`src/design/svgcpb_pkg.sv`:
```
package svgcpb_pkg;

	localparam int unsigned COEF_FRAC_BITS = 12;

	localparam int unsigned PIX_W     = 8;
	localparam int unsigned COEF_W    = 24;
	localparam int unsigned MODE_W    = 3;
	localparam int unsigned CFG_IDX_W = 3;
	localparam int unsigned LANES     = 4;

	localparam logic [MODE_W-1:0] MODE_OVER  = 3'd0;
	localparam logic [MODE_W-1:0] MODE_IN    = 3'd1;
	localparam logic [MODE_W-1:0] MODE_OUT   = 3'd2;
	localparam logic [MODE_W-1:0] MODE_ATOP  = 3'd3;
	localparam logic [MODE_W-1:0] MODE_XOR   = 3'd4;
	localparam logic [MODE_W-1:0] MODE_ARITH = 3'd5;

	localparam logic [CFG_IDX_W-1:0] REG_MODE         = 3'd0;
	localparam logic [CFG_IDX_W-1:0] REG_COEF_PRODUCT = 3'd1;
	localparam logic [CFG_IDX_W-1:0] REG_COEF_FIRST   = 3'd2;
	localparam logic [CFG_IDX_W-1:0] REG_COEF_SECOND  = 3'd3;
	localparam logic [CFG_IDX_W-1:0] REG_COEF_OFFSET  = 3'd4;

	// arithmetic channel value: floor(N / 255^2), N below 2^41 in magnitude
	localparam int unsigned DIV_D     = 65025;
	localparam int unsigned DIV_W     = 16;
	localparam int unsigned X_W       = 42;
	localparam int unsigned X_HALF    = X_W / 2;
	localparam int unsigned RECIP_W   = 27;
	localparam logic [RECIP_W-1:0] DIV_RECIP = RECIP_W'((64'd1 << X_W) / DIV_D);
	localparam int unsigned Q_W       = 27;
	localparam int unsigned V_W       = 27;

	localparam int unsigned LANE_LAT  = 9;
	localparam int unsigned MERGE_LAT = 4;

	localparam int unsigned QUEUE_DEPTH = 32;
	localparam int unsigned QUEUE_AW    = 5;

	typedef struct packed {
		logic valid;
		logic arith;
	} ctrl_t;

	typedef struct packed {
		logic [PIX_W-1:0] alpha;
		logic [PIX_W-1:0] red;
		logic [PIX_W-1:0] green;
		logic [PIX_W-1:0] blue;
	} pixel_t;

endpackage

```
`src/design/svgcpb_queue.sv`:
```
module svgcpb_queue (
	input  logic                              clk,
	input  logic                              arst_n,
	input  logic                              push,
	input  svgcpb_pkg::pixel_t                push_data,
	input  logic                              pop,
	output logic                              not_empty,
	output svgcpb_pkg::pixel_t                head,
	output logic [svgcpb_pkg::QUEUE_AW:0]     level
);

	localparam int unsigned AW = svgcpb_pkg::QUEUE_AW;

	svgcpb_pkg::pixel_t mem_q [svgcpb_pkg::QUEUE_DEPTH];
	logic [AW-1:0]      wr_q, rd_q;
	logic [AW:0]        level_q;

	always_ff @(posedge clk) begin
		if (push) begin
			mem_q[wr_q] <= push_data;
		end
	end

	always_ff @(posedge clk or negedge arst_n) begin
		if (!arst_n) begin
			wr_q    <= '0;
			rd_q    <= '0;
			level_q <= '0;
		end else begin
			if (push) begin
				wr_q <= wr_q + 1'b1;
			end
			if (pop) begin
				rd_q <= rd_q + 1'b1;
			end
			unique case ({push, pop})
				2'b10:   level_q <= level_q + 1'b1;
				2'b01:   level_q <= level_q - 1'b1;
				default: level_q <= level_q;
			endcase
		end
	end

	assign not_empty = (level_q != '0);
	assign head      = mem_q[rd_q];
	assign level     = level_q;

endmodule

```
`config.mk`:
```
export PLATFORM = sky130hd
export DESIGN_NAME = svgcpb_queue
export DESIGN_NICKNAME = d
export VERILOG_FILES = /design/src/design/svgcpb_pkg.sv /design/src/design/svgcpb_queue.sv
export SDC_FILE = /design/constraint.sdc
export NUM_CORES = 1
export LEC_CHECK = 0
export BUFFER_PORTS_ARGS = -buffer_cell sky130_fd_sc_hd__buf_2
export CORE_UTILIZATION = 24
export DETAILED_ROUTE_END_ITERATION = 10
export GPL_ROUTABILITY_DRIVEN = 0
export PLACE_DENSITY = 0.35
export SYNTH_ARGS = -nofsm -noshare
export SYNTH_HDL_FRONTEND = slang
export SYNTH_SLANG_ARGS = --single-unit
```
`constraint.sdc`:
```
create_clock -name clk -period 2.7 [get_ports clk]
set_input_delay 0.405 -clock clk [delete_from_list [all_inputs] [get_ports clk]]
set_output_delay 0.405 -clock clk [all_outputs]
set_load 0.005 [all_outputs]
```
==> run summary <==
Core Box Area: 165000 um^2
Highest attainable clock frequency: 288 MHz
Sequential cell area fraction in the yosys report: 77.8%
Footprint of the multi-input gates: 9580 um^2
Post-Synth Simple-Gate Area: 1.37%
WS Path Type: reg -> out
Leak: 0.0163 uW
Most frequent cell after synthesis: edfxtp_1
Crit path launch: rd_q[0]
Register-to-Register Path Depth: 3
Pre-antenna DRT Iters: 7
H-Tree Depth: 3
Finished Core Util: 30.6%
Fin nets: 2252
Failing checks: negative setup slack
Post-synth EDFFs: 1024
Clk Latency, worst-skew pair: 0.75 ns
Largest net degree at the start of global routing: 37
CTS Sinks: 1040
Post-route cell area: 50500 um^2
Max-cap viol count: 0
Clock Skew: 0.0260 ns
Post-synthesis xor/xnor area fraction: 0.306%
Initial Utilization: 24.2%
# port buffers: 74
Root Buffer: clkbuf_16
Share of layout cells above drive strength 1: 36.1%
Crit path to: head[6]
Fin Hold WS: 0.0919 ns
Routed Antenna Nets: 0
GRT Overall Usage: 14.8%
Final Slew Violations: 0
Final hold viol count: 0
First-pass GRT wire length: 172 mm
Top cells by area, synth: edfxtp_1 77%, mux4_2 9.0%, mux2i_1 4.8%, a221oi_1 1.3%, dfrtp_1 1.0%
Ys flop type: edfxtp_1
RR Endpoint: mem_q[18][27]
Synth warn: 0
Rows: 149
Final Cycle Share: 128%
GRT overflow: 0
Synth top cells by count: 1024 x edfxtp_1, 193 x mux2i_1, 160 x mux4_2
Syn_nets: 1934
Post-DP HPWL: 72.5 mm
Pre-CTS setup slack: -0.547 ns
Via density per instance: 4.55
Drt wl/cell: 28.0 um
Storage cell area: 31200 um^2
Yosys top cell area share: 76.8%
Async set-or-reset flop fraction in the synthesized netlist: 1.54%
Cell count after synthesis: 1890
CP max FO: 20
Final WS setup: -0.767 ns
Arrival @ worst endpoint: 3.06 ns
Post-synth cell types: 40
Outcome: finished with violations
Via count: 20423
Worst-path clk slew: 0.06 ns
R2R Path Start: wr_q[2]
DIE WIDTH: 410 um
Post-synthesis compound-gate area fraction: 4.01%
Worst reg2reg setup slack: 0.55 ns
Syn-to-layout area delta: 26.3%
Relative slew slack: 58.8%
DP Cell Count: 4234
RSZ-0062 raised after global routing: yes
Minimum clock period: 3.47 ns
Setup crit start kind: register
Min-delay worst type: in -> reg
Cell Area, Placed: 44900 um^2
Post-synth design cell area: 40000 um^2
Setup-failing EPs final: 32
Post-synthesis adder-cell area fraction: 0.250%
Combinational family with the most area after synthesis: multiplexers
Filler instances: 16081
Max IR drop VDD: 0.535 mV
CTS tree: built
Residual DRC: 0
Full die area: 168000 um^2
Drt total wl: 126 mm
Avg Cell Area, Syn: 21.2 um^2
Critical Path End Type: output pin
Initial antenna violation count: 6
Number of global-route vias before repair: 21609
DIE HEIGHT: 410 um
Io pins: 75
Post-synthesis mux area share: 14.8%
Clk buf depth: 3
Req. time, crit path: 2.30 ns
Pwr/cell area: 1090 nW/um^2
Seq cells post-synth: 1040
Total CTS buffers: 115
Initial drt markers: 1380
Post-Layout Cell Count: 4490
Leading area contributor after synthesis: edfxtp_1
Worst Max-Slew Pin Slew: 0.617 ns
how the worst min path moves through the flow:
stage          slack (ns)  startpoint       end  cells past startpoint
2_1_floorplan        0.11      arst_n  level[0]                      0
3_3_place_gp         0.41      arst_n  level[5]                      1
3_5_place_dp         0.42      arst_n  level[5]                      1
4_1_cts              0.02         pop   rd_q[0]                      3
5_1_grt              0.06         pop   rd_q[0]                      3
6_report             0.09         pop   rd_q[0]                      3
placed cells by master (no fill, tap or decap), types with 9 or more instances in the layout:
cell / count
a211oi_1: 20
a221oi_1: 17
a221oi_2: 25
a221oi_4: 18
a22oi_1: 30
buf_12: 58
buf_2: 71
buf_4: 140
buf_6: 26
bufinv_16: 11
clkbuf_1: 24
clkbuf_16: 119
clkinv_1: 23
clkinv_2: 19
dfrtp_1: 9
edfxtp_1: 1024
mux2_2: 16
mux2_4: 18
mux2i_1: 189
mux4_2: 160
nand2_1: 12
nor2_4: 33
nor3_2: 15
nor3_4: 10
o221ai_1: 21
o221ai_2: 9
o22ai_1: 26
sequential cells by signal, indices dropped and copies added (netlist names):
register and count:
level 6, mem_q 1024, rd_q 5, wr_q 5
critical path, cell delays in order, from the launching register on:
cell and delay [ns]:
dfrtp_4 0.44, buf_12 0.18, buf_16 0.23, mux4_2 0.53
mux2_4 0.29, a221oi_4 0.29, buf_4 0.17, nor3_2 0.03
buf_2 0.14
final cells by class:
type / instances / share of cell area [%]
Timing Repair Buffer: 317 / 6.57
Multi-Input combinational cell: 731 / 19.0
Tap cell: 2189 / 5.42
Inverter: 3 / 0.0223
Antenna cell: 2 / 0.00991
Sequential cell: 1040 / 61.7
Clock inverter: 63 / 1.30
Clock buffer: 145 / 6.04
through the flow:
| step | setup TNS, ns | power [uW] |
|---|---|---|
| 4_1_cts | -25.53 | 54700 |
| 2_1_floorplan | -39.83 | 28400 |
| 3_3_place_gp | -7.39 | 36600 |
| 5_1_grt | -25.72 | 57500 |
| 3_5_place_dp | -7.60 | 36600 |
| 6_report | -21.37 | 55100 |
cells by family (layout without fill, tap and decap cells):
group | count (synthesis) | count (layout)
DFF | 1040 | 1040
muxes | 387 | 387
adders and majority gates | 8 | 8
AOI/OAI and AO/OA | 209 | 209
buffers and inverters | 119 | 528
other | 0 | 2
and+or+nand+nor | 113 | 113
xor gates and xnor gates | 14 | 14
what timing repair did:
item	4_1_cts	5_1_grt
setup buffers	26	30
resized for setup	148	98
hold endpoints to repair	17	0
endpoints found under the setup margin	33	32
pin swaps	21	35
gates cloned	4	4
hold buffers	2	0
metal layers:
metal	GRT usage, %	vias up	share of wire (%)
met5	0	-	0.030
met4	3.67	6	2.0
met3	2.52	162	4.1
met2	23.8	463	47
met1	20.5	11137	46
li1	-	8655	-
report_power, final:
part | switching [uW] | leakage, uW | internal (uW) | total, uW
Sequential | 401 | 0.00941 | 18800 | 19200
Clock | 6520 | 0.00181 | 9020 | 15500
Combinational | 11200 | 0.00508 | 9170 | 20300
Total | 18100 | 0.0163 | 37000 | 55100
No activity file was read; power rests on OpenSTA's default activity.
