[src/design/svgcpb_pkg.sv]
package svgcpb_pkg;

	localparam int unsigned COEF_FRAC_BITS = 12;

	localparam int unsigned PIX_W     = 8;
	localparam int unsigned COEF_W    = 24;
	localparam int unsigned MODE_W    = 3;
	localparam int unsigned CFG_IDX_W = 3;
	localparam int unsigned LANES     = 4;

	localparam logic [MODE_W-1:0] MODE_OVER  = 3'd0;
	localparam logic [MODE_W-1:0] MODE_IN    = 3'd1;
	localparam logic [MODE_W-1:0] MODE_OUT   = 3'd2;
	localparam logic [MODE_W-1:0] MODE_ATOP  = 3'd3;
	localparam logic [MODE_W-1:0] MODE_XOR   = 3'd4;
	localparam logic [MODE_W-1:0] MODE_ARITH = 3'd5;

	localparam logic [CFG_IDX_W-1:0] REG_MODE         = 3'd0;
	localparam logic [CFG_IDX_W-1:0] REG_COEF_PRODUCT = 3'd1;
	localparam logic [CFG_IDX_W-1:0] REG_COEF_FIRST   = 3'd2;
	localparam logic [CFG_IDX_W-1:0] REG_COEF_SECOND  = 3'd3;
	localparam logic [CFG_IDX_W-1:0] REG_COEF_OFFSET  = 3'd4;

	// arithmetic channel value: floor(N / 255^2), N below 2^41 in magnitude
	localparam int unsigned DIV_D     = 65025;
	localparam int unsigned DIV_W     = 16;
	localparam int unsigned X_W       = 42;
	localparam int unsigned X_HALF    = X_W / 2;
	localparam int unsigned RECIP_W   = 27;
	localparam logic [RECIP_W-1:0] DIV_RECIP = RECIP_W'((64'd1 << X_W) / DIV_D);
	localparam int unsigned Q_W       = 27;
	localparam int unsigned V_W       = 27;

	localparam int unsigned LANE_LAT  = 9;
	localparam int unsigned MERGE_LAT = 4;

	localparam int unsigned QUEUE_DEPTH = 32;
	localparam int unsigned QUEUE_AW    = 5;

	typedef struct packed {
		logic valid;
		logic arith;
	} ctrl_t;

	typedef struct packed {
		logic [PIX_W-1:0] alpha;
		logic [PIX_W-1:0] red;
		logic [PIX_W-1:0] green;
		logic [PIX_W-1:0] blue;
	} pixel_t;

endpackage

[src/design/svgcpb_lane.sv]
module svgcpb_lane (
	input  logic                                   clk,
	input  logic [svgcpb_pkg::PIX_W-1:0]           chan_a,
	input  logic [svgcpb_pkg::PIX_W-1:0]           chan_b,
	input  logic [svgcpb_pkg::PIX_W-1:0]           alpha_a,
	input  logic [svgcpb_pkg::PIX_W-1:0]           alpha_b,
	input  logic                                   in_region,
	input  logic [svgcpb_pkg::MODE_W-1:0]          mode,
	input  logic signed [svgcpb_pkg::COEF_W-1:0]   k_product,
	input  logic signed [svgcpb_pkg::COEF_W-1:0]   k_first,
	input  logic signed [svgcpb_pkg::COEF_W-1:0]   k_second,
	input  logic signed [svgcpb_pkg::COEF_W-1:0]   k_offset,
	output logic [svgcpb_pkg::PIX_W-1:0]           blend,
	output logic signed [svgcpb_pkg::V_W-1:0]      arith_val
);

	localparam int unsigned PW       = svgcpb_pkg::PIX_W;
	localparam int unsigned LIN_W    = svgcpb_pkg::COEF_W + PW + 2;
	localparam int unsigned LIN255_W = LIN_W + 8;
	localparam int unsigned PROD_W   = svgcpb_pkg::COEF_W + 2 * PW + 1;
	localparam int unsigned OFF_W    = svgcpb_pkg::COEF_W + svgcpb_pkg::DIV_W + 1;
	localparam int unsigned N_W      = LIN255_W + 2;
	localparam int unsigned X_W      = svgcpb_pkg::X_W;
	localparam int unsigned X_HALF   = svgcpb_pkg::X_HALF;
	localparam int unsigned PP_W     = X_W - X_HALF + svgcpb_pkg::RECIP_W;
	localparam int unsigned EST_W    = PP_W + X_HALF + 1;
	localparam int unsigned Q_W      = svgcpb_pkg::Q_W;
	localparam int unsigned QD_W     = Q_W + svgcpb_pkg::DIV_W;
	localparam int unsigned PD_DLY   = svgcpb_pkg::LANE_LAT - 3;
	localparam logic [svgcpb_pkg::DIV_W-1:0] DIV_D16 = svgcpb_pkg::DIV_W'(svgcpb_pkg::DIV_D);

	function automatic logic [PW-1:0] div255_round(input logic [2*PW-1:0] p);
		logic [2*PW:0] t;
		logic [2*PW:0] s;
		t = {1'b0, p} + (2*PW+1)'(128);
		s = t + (t >> PW);
		return s[2*PW-1:PW];
	endfunction

	logic [PW-1:0] inv_alpha_a, inv_alpha_b;
	assign inv_alpha_a = 8'hFF - alpha_a;
	assign inv_alpha_b = 8'hFF - alpha_b;

	// stage 1: channel products
	logic [2*PW-1:0]          ab_s1, p_a_ba_s1, p_a_ib_s1, p_b_ia_s1;
	logic [PW-1:0]            a_s1, b_s1;
	logic                     inside_s1;
	logic signed [LIN_W-1:0]  lin_s1;

	always_ff @(posedge clk) begin
		ab_s1     <= chan_a * chan_b;
		p_a_ba_s1 <= chan_a * alpha_b;
		p_a_ib_s1 <= chan_a * inv_alpha_b;
		p_b_ia_s1 <= chan_b * inv_alpha_a;
		a_s1      <= chan_a;
		b_s1      <= chan_b;
		inside_s1 <= in_region;
		lin_s1    <= k_first * $signed({1'b0, chan_a}) + k_second * $signed({1'b0, chan_b});
	end

	// stage 2: rounded /255 terms, weighted arithmetic terms
	logic [PW-1:0]              m_a_ba_s2, m_a_ib_s2, m_b_ia_s2, a_s2, b_s2;
	logic                       inside_s2;
	logic signed [PROD_W-1:0]   prod_s2;
	logic signed [LIN255_W-1:0] lin255_s2;
	logic signed [OFF_W-1:0]    off_s2;

	always_ff @(posedge clk) begin
		m_a_ba_s2 <= div255_round(p_a_ba_s1);
		m_a_ib_s2 <= div255_round(p_a_ib_s1);
		m_b_ia_s2 <= div255_round(p_b_ia_s1);
		a_s2      <= a_s1;
		b_s2      <= b_s1;
		inside_s2 <= inside_s1;
		prod_s2   <= k_product * $signed({1'b0, ab_s1});
		lin255_s2 <= (LIN255_W'(lin_s1) <<< 8) - LIN255_W'(lin_s1);
		off_s2    <= (OFF_W'(k_offset) <<< 16) - (OFF_W'(k_offset) <<< 9) + OFF_W'(k_offset);
	end

	// stage 3: Porter-Duff select and saturate; numerator sum
	logic [PW:0]            pd_sum;
	logic [PW-1:0]          pd_res;
	logic [PW-1:0]          pd_s3;
	logic signed [N_W-1:0]  n_s3;

	always_comb begin
		unique case (mode)
			svgcpb_pkg::MODE_OVER: pd_sum = {1'b0, a_s2} + {1'b0, m_b_ia_s2};
			svgcpb_pkg::MODE_IN:   pd_sum = {1'b0, m_a_ba_s2};
			svgcpb_pkg::MODE_OUT:  pd_sum = {1'b0, m_a_ib_s2};
			svgcpb_pkg::MODE_ATOP: pd_sum = {1'b0, m_a_ba_s2} + {1'b0, m_b_ia_s2};
			svgcpb_pkg::MODE_XOR:  pd_sum = {1'b0, m_a_ib_s2} + {1'b0, m_b_ia_s2};
			default:               pd_sum = {1'b0, b_s2} + {1'b0, m_a_ib_s2};
		endcase
		if (!inside_s2) begin
			pd_res = a_s2;
		end else if (pd_sum[PW]) begin
			pd_res = 8'hFF;
		end else begin
			pd_res = pd_sum[PW-1:0];
		end
	end

	always_ff @(posedge clk) begin
		pd_s3 <= pd_res;
		n_s3  <= N_W'(prod_s2) + N_W'(lin255_s2) + N_W'(off_s2);
	end

	// stage 4: fold sign so that floor division works on a magnitude
	logic [X_W-1:0] x_s4;
	logic           neg_s4;

	always_ff @(posedge clk) begin
		neg_s4 <= n_s3[N_W-1];
		if (n_s3[N_W-1]) begin
			x_s4 <= X_W'(-n_s3 + N_W'(svgcpb_pkg::DIV_D - 1));
		end else begin
			x_s4 <= X_W'(n_s3);
		end
	end

	// stage 5: reciprocal partial products
	logic [PP_W-1:0] ph_s5, pl_s5;
	logic [X_W-1:0]  x_s5;
	logic            neg_s5;

	always_ff @(posedge clk) begin
		ph_s5  <= x_s4[X_W-1:X_HALF] * svgcpb_pkg::DIV_RECIP;
		pl_s5  <= x_s4[X_HALF-1:0] * svgcpb_pkg::DIV_RECIP;
		x_s5   <= x_s4;
		neg_s5 <= neg_s4;
	end

	// stage 6: quotient estimate, low by at most one
	logic [EST_W-1:0] est_sum;
	logic [Q_W-1:0]   q_s6;
	logic [X_W-1:0]   x_s6;
	logic             neg_s6;

	assign est_sum = {1'b0, ph_s5, {X_HALF{1'b0}}} + EST_W'(pl_s5);

	always_ff @(posedge clk) begin
		q_s6   <= est_sum[X_W +: Q_W];
		x_s6   <= x_s5;
		neg_s6 <= neg_s5;
	end

	// stage 7: back-multiply
	logic [QD_W-1:0] qd_s7;
	logic [Q_W-1:0]  q_s7;
	logic [X_W-1:0]  x_s7;
	logic            neg_s7;

	always_ff @(posedge clk) begin
		qd_s7  <= q_s6 * DIV_D16;
		q_s7   <= q_s6;
		x_s7   <= x_s6;
		neg_s7 <= neg_s6;
	end

	// stage 8: correct the estimate
	logic [X_W:0]   rem;
	logic [Q_W-1:0] q_s8;
	logic           neg_s8;

	assign rem = {1'b0, x_s7} - (X_W+1)'(qd_s7);

	always_ff @(posedge clk) begin
		q_s8   <= q_s7 + Q_W'(rem >= (X_W+1)'(svgcpb_pkg::DIV_D));
		neg_s8 <= neg_s7;
	end

	// stage 9: restore sign
	logic signed [svgcpb_pkg::V_W-1:0] val_s9;
	logic [PW-1:0]                     pd_dly_q [PD_DLY];

	always_ff @(posedge clk) begin
		if (neg_s8) begin
			val_s9 <= -$signed(q_s8);
		end else begin
			val_s9 <= $signed(q_s8);
		end
		pd_dly_q[0] <= pd_s3;
		for (int i = 1; i < PD_DLY; i++) begin
			pd_dly_q[i] <= pd_dly_q[i-1];
		end
	end

	assign arith_val = val_s9;
	assign blend     = pd_dly_q[PD_DLY-1];

endmodule

[config.mk]
export PLATFORM = sky130hd
export DESIGN_NAME = svgcpb_lane
export DESIGN_NICKNAME = d
export VERILOG_FILES = /design/src/design/svgcpb_pkg.sv /design/src/design/svgcpb_lane.sv
export SDC_FILE = /design/constraint.sdc
export NUM_CORES = 2
export LEC_CHECK = 0
export BUFFER_PORTS_ARGS = -buffer_cell sky130_fd_sc_hd__buf_2
export CAP_MARGIN = 20
export CORE_ASPECT_RATIO = 0.9
export CORE_MARGIN = 2
export CORE_UTILIZATION = 65
export CTS_CLUSTER_SIZE = 20
export DETAILED_ROUTE_END_ITERATION = 7
export GPL_TIMING_DRIVEN = 0
export PLACE_DENSITY = 0.82
export SLEW_MARGIN = 25
export SYNTH_ARGS = -nofsm -noshare
export SYNTH_HDL_FRONTEND = slang
export SYNTH_SLANG_ARGS = --single-unit
[constraint.sdc]
create_clock -name clk -period 18.37 [get_ports clk]
set_input_delay 3.674 -clock clk [delete_from_list [all_inputs] [get_ports clk]]
set_output_delay 3.674 -clock clk [all_outputs]
set_load 0.005 [all_outputs]
==> run summary <==
Finished Core Util = 70.2%
Max-cap violations = 0
RSZ-0062 raised after global routing = no
Die area = 0.122 mm²
Crit-path most repeated cell = fa_1
DR iter-0 viols = 3959
Max clock buf depth = 3
Worst Max-Slew Pin Slew = 0.990 ns
Hold depth = 0
R2R Setup Slk = 9.98 ns
CTS tree = built
Number of buffers created by CTS = 78
Gr ovfl total = 0
Cell family with most CP delay = adder cells
Final min period = 10.93 ns
Finished Layout Cells = 10100
Gate Count Post-Synth = 8139
Most frequent cells in the layout = 1600 x inv_1, 1123 x fa_1, 1033 x ha_1
Worst Setup End Kind = flop
Synth cell types = 76
Length of the first detailed-routing pass in iterations = 6
RePlAce Congestion = 0.990
Clock-pin slew on the worst setup and hold paths = 0.06 ns
Most common cell after layout, fill and taps aside = inv_1
CTS root buffer = clkbuf_16
Clock sink count = 755
Synth top area cells = fa_1 29%, dfxtp_1 19%, ha_1 17%
Slowest cell delay on critical path = 0.75 ns
I/O pin cnt = 168
Setup CP Type = primary input to flop
Top FF cell, synth = dfxtp_1
Largest net degree at the start of global routing = 17
First-pass GRT wire length = 311 mm
CP Depth = 25
Final setup fails = 0
Worst Path Buf+Inv = 6
Avg WL per Cell = 19.1 µm
Die height = 332 µm
R2R depth = 23
Placed Instances = 9890
Vias per inst = 5.63
# Post-CTS Setup Buffers = 0
H-tree depth = 3
Initial antenna violation count = 31
DRC = 0
Die span in x = 368 µm
Worst Path Required = 18.96 ns
Vias in the first global route = 60100
Type of the worst min-delay path = flop to flop
Final Hold Viols = 0
Synth area leader = fa_1
Crit path DAT = 11.52 ns
Ys async rst share = 0%
Register area share after synthesis = 19.4%
Layout Nets = 10700
Post-DP HPWL = 160 mm
Period utilization = 59.5%
Slowest CP cell = o41ai_1
Mapped Nets = 10400
Total track usage = 32.2%
IO Port Bufs = 165
Synth warn = 0
Initial Util = 65.4%
Startpoint types = primary input
Post-Route Setup TNS = 0 ns
EDFF count, synth = 0
Flops & latches, synth = 755
Clk Latency, worst-skew pair = 0.69 ns
CTS Hold Bufs = 0
Share of the synthesized area in the top cell type = 28.9%
Share of cells above drive strength 1 = 4.26%
Crit path max fanout = 10
Vias post-DR = 56600
Final slew viol count = 0
Site Rows = 120
Worst slew margin = 34.0%
Antenna Violating Nets Remaining = 0
Area of the mapped netlist = 0.0777 mm²
Core Footprint = 0.119 mm²
Fmax = 91.5 MHz
Outcome = completed
Routed wire length = 192 mm
Synth Area per Inst = 9.55 µm²
Clk_skew = 0.0347 ns
Cts repair resizes = 0
Area grow syn2layout = 7.26%
[flip-flops by register name, summed over array words and instances (netlist names), 16 cells and up]
signal and flops:
p_b_ia_s1 16, p_a_ib_s1 16, p_a_ba_s1 16, x_s5 42, ab_s1 16, arith_val 27, q_s6 27, qd_s7 34
n_s3 43, pd_dly_q 48, off_s2 41, lin_s1 34, q_s7 27, x_s7 42, pl_s5 23, ph_s5 38
x_s6 42, lin255_s2 42, x_s4 42, prod_s2 41, q_s8 27
[stage by stage]
step	hold slack (ns)	area [µm²]	setup WS (ns)
2_1_floorplan	0.310	77700	8.40
3_3_place_gp	0.309	80500	7.03
3_5_place_dp	0.312	80500	6.94
4_1_cts	0.314	83300	7.58
5_1_grt	0.316	83300	7.15
6_report	0.313	83400	7.44
[cell usage after synthesis (23+ instances only)]
library cell / count
a211oi_1: 33
a21o_1: 149
a21oi_1: 303
a31oi_1: 24
and2_1: 362
and3_1: 46
clkbuf_1: 158
dfxtp_1: 755
fa_1: 1123
ha_1: 1033
inv_1: 1600
nand2_1: 755
nand2b_1: 106
nand3_1: 82
nand4_1: 36
nor2_1: 252
nor2b_1: 130
nor3_1: 69
o21a_1: 64
o21ai_0: 203
o21bai_1: 55
o31ai_1: 23
or3_1: 27
xnor2_1: 375
xor2_1: 123
[metal layers]
metal	GRT usage, %	vias up	part of all wire, %
met5	0	-	0.071
met1	40.6	27800	40
met4	14.2	22	5.1
met2	53.5	2082	47
met3	6.60	503	8.1
li1	-	26200	-
[cells by family (layout without fill, tap and decap cells)]
| kind of cell | Yosys count | count (layout) | synth area share (%) |
|---|---|---|---|
| simple gates | 1928 | 1928 | 12.1 |
| fa+ha+maj | 2156 | 2156 | 45.6 |
| compound gates | 1020 | 1020 | 8.45 |
| xor+xnor | 498 | 498 | 5.61 |
| other cells | 0 | 20 | 0 |
| buf+inv | 1764 | 2071 | 8.52 |
| mux | 18 | 18 | 0.258 |
| flops | 755 | 755 | 19.4 |
[cell type report]
type	count	area, µm²
Antenna cell	20	50.0
Buffer	164	616
Clock buffer	97	2140
Clock inverter	45	633
Fill cell	8871	35400
Inverter	1600	6010
Multi-Input combinational cell	5620	56000
Sequential cell	755	15100
Tap cell	1586	1980
Timing Repair Buffer	165	826
[path summary, 6_finish.rpt]
check	to	from
worst max-delay path	prod_s2[38]	k_product[17]
worst min-delay path	x_s6[12]	x_s5[12]
worst max register to register	prod_s2[38]	ab_s1[11]
worst min register to register	x_s6[12]	x_s5[12]
Power is left out: the tool's default activity adds up to more than one toggle a clock period on the data nets, which glitch-free logic cannot reach.
